## src/hdl/tmcs_pkg.sv

```systemverilog
// shared types, constants and helper functions of the mip chain size block
package tmcs_pkg;

  localparam int DIM_BITS_DEF = 16;
  localparam int DIM_MAX      = 16;
  localparam int PROD_BITS    = 2 * DIM_MAX;
  localparam int ACC_BITS     = 35;
  localparam int SUM_BITS     = ACC_BITS + 4;
  localparam int FMT_BITS     = 6;
  localparam int LVL_BITS     = 8;

  localparam logic [ACC_BITS-1:0] BYTE_MAX = {ACC_BITS{1'b1}};

  // tile byte counts as shifts: 32 and 64 bytes
  localparam int TILE32_SHIFT = 5;
  localparam int TILE64_SHIFT = 6;

  // tile edge as a shift: 8, 4 or 1 texels
  localparam logic [1:0] EDGE_8 = 2'd3;
  localparam logic [1:0] EDGE_4 = 2'd2;
  localparam logic [1:0] EDGE_1 = 2'd0;

  // formats with 64-byte tiles
  localparam logic [FMT_BITS-1:0] FMT_WIDE_A = 6'h06;
  localparam logic [FMT_BITS-1:0] FMT_WIDE_B = 6'h16;

  // one bit per format code, set where the format uses that tile shape
  localparam logic [63:0] MASK_8X8 = 64'h0001_0001_0000_4101;
  localparam logic [63:0] MASK_8X4 = 64'h0600_0784_0002_0206;
  localparam logic [63:0] MASK_4X4 = 64'h1000_1808_0048_0478;

  typedef struct packed {
    logic [1:0] sx;
    logic [1:0] sy;
    logic       tile64;
  } shape_t;

  typedef struct packed {
    logic                valid;
    logic                active;
    logic [LVL_BITS-1:0] lvl;
  } ctl_t;

  function automatic shape_t shape_of(input logic [FMT_BITS-1:0] fmt);
    shape_t s;
    s.tile64 = (fmt == FMT_WIDE_A) || (fmt == FMT_WIDE_B);
    if (MASK_8X8[fmt]) begin
      s.sx = EDGE_8;
      s.sy = EDGE_8;
    end else if (MASK_8X4[fmt]) begin
      s.sx = EDGE_8;
      s.sy = EDGE_4;
    end else if (MASK_4X4[fmt]) begin
      s.sx = EDGE_4;
      s.sy = EDGE_4;
    end else begin
      s.sx = EDGE_1;
      s.sy = EDGE_1;
    end
    return s;
  endfunction

  // running total plus one level's tile count times tile bytes, clamped
  function automatic logic [ACC_BITS-1:0] sat_acc(input logic [ACC_BITS-1:0] acc,
                                                  input logic [PROD_BITS-1:0] prod,
                                                  input logic tile64);
    logic [SUM_BITS-1:0] sum;
    sum = SUM_BITS'(acc) + (SUM_BITS'(prod) << (tile64 ? TILE64_SHIFT : TILE32_SHIFT));
    if (sum > SUM_BITS'(BYTE_MAX)) begin
      return BYTE_MAX;
    end
    return sum[ACC_BITS-1:0];
  endfunction

endpackage

```

## src/hdl/tmcs_cell.sv

```systemverilog
// one mip level cell: folds in the previous level, sizes its own level, halves
module tmcs_cell
  import tmcs_pkg::*;
#(
  parameter int DIM_BITS = DIM_BITS_DEF
) (
  input  logic                  clk,
  input  logic                  rst_n,
  input  logic                  adv,
  input  shape_t                shape,
  input  ctl_t                  ctl_i,
  input  logic [DIM_BITS-1:0]   w_i,
  input  logic [DIM_BITS-1:0]   h_i,
  input  logic [ACC_BITS-1:0]   acc_i,
  input  logic [2*DIM_BITS-1:0] prod_i,
  output ctl_t                  ctl_o,
  output logic [DIM_BITS-1:0]   w_o,
  output logic [DIM_BITS-1:0]   h_o,
  output logic [ACC_BITS-1:0]   acc_o,
  output logic [2*DIM_BITS-1:0] prod_o
);

  localparam int PW = 2 * DIM_BITS;

  ctl_t                ctl_r, ctl_nxt;
  logic [DIM_BITS-1:0] w_r, w_nxt, h_r, h_nxt;
  logic [ACC_BITS-1:0] acc_r, acc_nxt;
  logic [PW-1:0]       prod_r, prod_nxt;

  logic [DIM_BITS:0]   w_up, h_up;
  logic [DIM_BITS-1:0] tx, ty;
  logic                do_lvl, at_unit;

  always_comb begin
    // round up to whole tiles
    w_up = {1'b0, w_i} + (DIM_BITS+1)'((4'd1 << shape.sx) - 4'd1);
    h_up = {1'b0, h_i} + (DIM_BITS+1)'((4'd1 << shape.sy) - 4'd1);
    tx   = DIM_BITS'(w_up >> shape.sx);
    ty   = DIM_BITS'(h_up >> shape.sy);

    do_lvl  = ctl_i.valid && ctl_i.active;
    at_unit = (w_i == DIM_BITS'(1)) && (h_i == DIM_BITS'(1));

    acc_nxt  = sat_acc(acc_i, PROD_BITS'(prod_i), shape.tile64);
    prod_nxt = do_lvl ? (PW'(tx) * PW'(ty)) : '0;

    ctl_nxt = ctl_i;
    w_nxt   = w_i;
    h_nxt   = h_i;
    if (do_lvl) begin
      ctl_nxt.lvl    = ctl_i.lvl - LVL_BITS'(1);
      ctl_nxt.active = !at_unit && (ctl_i.lvl > LVL_BITS'(1));
      w_nxt = (w_i < DIM_BITS'(2)) ? DIM_BITS'(1) : (w_i >> 1);
      h_nxt = (h_i < DIM_BITS'(2)) ? DIM_BITS'(1) : (h_i >> 1);
    end
  end

  always_ff @(posedge clk) begin
    if (!rst_n) begin
      ctl_r.valid  <= 1'b0;
      ctl_r.active <= 1'b0;
    end else if (adv) begin
      ctl_r  <= ctl_nxt;
      w_r    <= w_nxt;
      h_r    <= h_nxt;
      acc_r  <= acc_nxt;
      prod_r <= prod_nxt;
    end
  end

  assign ctl_o  = ctl_r;
  assign w_o    = w_r;
  assign h_o    = h_r;
  assign acc_o  = acc_r;
  assign prod_o = prod_r;

endmodule

```

## config.mk

```make
export PLATFORM = sky130hd
export DESIGN_NAME = tmcs_cell
export DESIGN_NICKNAME = d
export VERILOG_FILES = /design/src/hdl/tmcs_pkg.sv /design/src/hdl/tmcs_cell.sv
export SDC_FILE = /design/constraint.sdc
export NUM_CORES = 1
export LEC_CHECK = 0
export BUFFER_PORTS_ARGS = -buffer_cell sky130_fd_sc_hd__buf_2
export CAP_MARGIN = 40
export CORE_MARGIN = 10
export CORE_UTILIZATION = 35
export CTS_CLUSTER_SIZE = 14
export DETAILED_ROUTE_END_ITERATION = 10
export PLACE_DENSITY_LB_ADDON = 0.25
export SLEW_MARGIN = 20
export SYNTH_ARGS = -nofsm -noshare
export SYNTH_HDL_FRONTEND = slang
export SYNTH_SLANG_ARGS = --single-unit
export TNS_END_PERCENT = 5
```

## constraint.sdc

```tcl
create_clock -name clk -period 15 [get_ports clk]
set_input_delay 2.25 -clock clk [delete_from_list [all_inputs] [get_ports clk]]
set_output_delay 2.25 -clock clk [all_outputs]
set_load 0.02 [all_outputs]
```

==> flow_summary.json <==
{
  "r2r_start": "ctl_o[8]",
  "highest_layer": "met4",
  "cts.path.max_buffers": 2,
  "r2r_end": "ctl_o[8]",
  "avgRoutedWirePerCell_um": 17.9,
  "cts-hold-fix-buffers": 0,
  "viasPerCell": 5.07,
  "grt_antenna_before_repair": 2,
  "synthDistinctLibCells": 88,
  "syn_nets": 2486,
  "dp.cells": 2847,
  "max_slew.worst_pin.slew_ns": 1.00,
  "fin_setup_tns_ns": 0,
  "dr_wl_met3_um": 3010,
  "post-route-drc-count": 0,
  "cpPeakStageDelay_ns": 0.59,
  "vias": 14500,
  "dieWidth_um": 244,
  "grt_pass1_wl_um": 83800,
  "clock_sinks": 109,
  "crit_cells": 36,
  "crit_slowest_cell": "a21oi_1",
  "critPathCaptureType": "flop",
  "relSlewSlack": 0.324,
  "die_y_um": 244,
  "hold_path.class": "reg -> reg",
  "ctsResizeCount": 0,
  "synth_xor_area_frac": 0.0369,
  "final_cell_count_no_fill": 2867,
  "port_buffers": 225,
  "critPathKind": "in -> reg",
  "initial_core_util": 0.352,
  "slew_viol_final": 0,
  "cp_common_cell": "fa_1",
  "multi_input_area_um2": 12900,
  "synth_top_family_by_area": "adder cells",
  "layout_common_cells": "308 x inv_1, 225 x buf_2, 223 x nand2_1",
  "drt.antenna.violating_nets": 0,
  "ys_ff_latch": 109,
  "crit_buf_inv": 5,
  "period_minus_slack_ns": 12.56,
  "cts_tree": "done",
  "hpwl_um": 42300,
  "status": "complete, no violations",
  "grt_pass1_vias": 15400,
  "worstPathMaxFanout": 28,
  "synth_fa_ha_area_frac": 0.361,
  "synth_mux_area_frac": 0.0411,
  "die-area_um2": 59500,
  "grt_use_total": 0.175,
  "drt_wl_total_um": 51300,
  "placed_cell_area_um2": 19500,
  "finClkSkew_ns": 0,
  "ff2ff_path_depth": 2,
  "h-tree-depth": 3,
  "critPathCapture": "prod_o[29]",
  "maxCapViolCount": 0,
  "clk_pin_slew_ns": 0.09,
  "async_flop_share": 0,
  "grt_max_degree": 44,
  "met2WireLength_um": 24200,
  "rsz0062_at_grt": "no",
  "num_rows": 82,
  "io_pins": 226,
  "synthSimpleGateAreaFrac": 0.163,
  "crit_arrival_ns": 12.71,
  "startpoint": "shape[4]",
  "reg2reg_setup_slack_ns": 14.38,
  "synth_seq_area_share": 0.185,
  "synth-compound-area-share": 0.130,
  "drive_gt1_frac": 0.160,
  "avgSynthCellArea_um2": 8.86,
  "m1WireLength_um": 22400,
  "dr.first_iter.drc_count": 1039,
  "synth_edf_count": 107,
  "fmax_mhz": 79.6,
  "final_common_cell": "inv_1",
  "regArea_um2": 3250,
  "netlist_area_um2": 17600,
  "min_period_over_period": 0.837,
  "synthToLayoutAreaGrowth_pct": 12.9,
  "cts_setup_buffers": 0,
  "crit_family": "adder cells",
  "insertion_delay_ns": 0.40,
  "final_area_um2": 19800,
  "fillerInstances": 5079,
  "grt_remaining_overflow": 0,
  "final_hold_viol_count": 0,
  "required_ns": 15.15,
  "synth_cells": 1981,
  "synthFlopType": "edfxtp_1",
  "place_congestion": 0.922,
  "cts_made_buffers": 9,
  "finalSetupViolCount": 0,
  "core_um2": 49900,
  "fin_nets": 2692,
  "critical_path.startpoint_type": "input port",
  "clockRootBuffer": "clkbuf_16",
  "synth_warnings": 0,
  "drt_pre_antenna_iters": 5
}
[how the worst min path moves through the flow]
stage,startpoint,to,slack (ns),depth (start not counted)
after floorplan,ctl_o[8],ctl_o[8],0.55,2
after global placement,ctl_o[8],ctl_o[8],0.46,2
after detailed placement,ctl_o[8],ctl_o[8],0.49,2
after CTS,ctl_o[8],ctl_o[8],0.50,2
after global routing,ctl_o[8],ctl_o[8],0.52,2
final,ctl_o[8],ctl_o[8],0.50,2
[sequential cells by signal (all words and copies together) (netlist names)]
| register | flops |
|---|---|
| acc_o | 35 |
| w_o | 16 |
| h_o | 16 |
| ctl_o | 10 |
| prod_o | 32 |
[Yosys cell counts (5+ instances only)]
master,number,share of area
a21o_1,31,0.013
xor2_1,33,0.016
nand3_1,20,0.0057
edfxtp_1,107,0.18
o211ai_1,5,0.0021
o21ai_0,85,0.024
o21a_1,20,0.0086
and2_1,30,0.011
nor4_1,10,0.0036
nand4_1,17,0.0061
nand2b_1,36,0.013
nor2b_1,12,0.0043
buf_2,10,0.0029
and3_1,16,0.0057
nor3_1,26,0.0074
fa_1,197,0.22
o21ai_1,13,0.0037
clkbuf_1,40,0.0086
or3_1,7,0.0025
a31oi_1,13,0.0046
mux2_2,40,0.026
nor2_1,193,0.041
xnor2_1,41,0.020
or2_2,13,0.0046
a21oi_1,86,0.025
a211o_1,7,0.0035
a211oi_1,12,0.0051
mux2i_1,27,0.015
ha_1,191,0.14
nand2_1,223,0.048
o21bai_1,12,0.0051
inv_1,308,0.066
[layer usage]
layer / global-route usage / up-vias
li1: - / 7007
met1: 0.219 / 7039
met2: 0.295 / 413
met3: 0.0322 / 85
met4: 0.0705 / 0
met5: 0 / -
[layout make-up]
type	instances	share of cell area
clock buffers	9	0.0114
multi-input cells	1505	0.650
inverters	308	0.0583
repair buffers	254	0.0686
well taps	672	0.0424
flip-flops and latches	109	0.164
diodes	3	0.000379
clock inverters	7	0.00435
[worst min-delay path, delay by kind of cell (launching register included)]
| kind | cells | cell delay, ns |
|---|---|---|
| flip-flops | 1 | 0.32 |
| AO/OA/AOI/OAI | 1 | 0.07 |
| AND/OR/NAND/NOR | 1 | 0.06 |
[cell families (layout without fill, tap and decap cells)]
family          Yosys count  in the layout
simple gates            626            626
xor+xnor                 74             74
flops                   109            109
buf+inv                 367            578
mux                      67             67
other cells               1              4
fa+ha+maj               388            388
compound gates          349            349
[per-stage QoR]
stage | util | hold WS [ns] | worst slack, ns
after CTS | 0.397 | 0.504 | 2.53
after global routing | 0.398 | 0.516 | 1.89
after global placement | 0.389 | 0.465 | 1.95
after floorplan | - | 0.551 | 3.05
after detailed placement | 0.391 | 0.490 | 2.12
final | 0.398 | 0.498 | 2.44
Power is not shown: default switching activity piles up to over one toggle a cycle in this logic, so the estimate is an artifact.
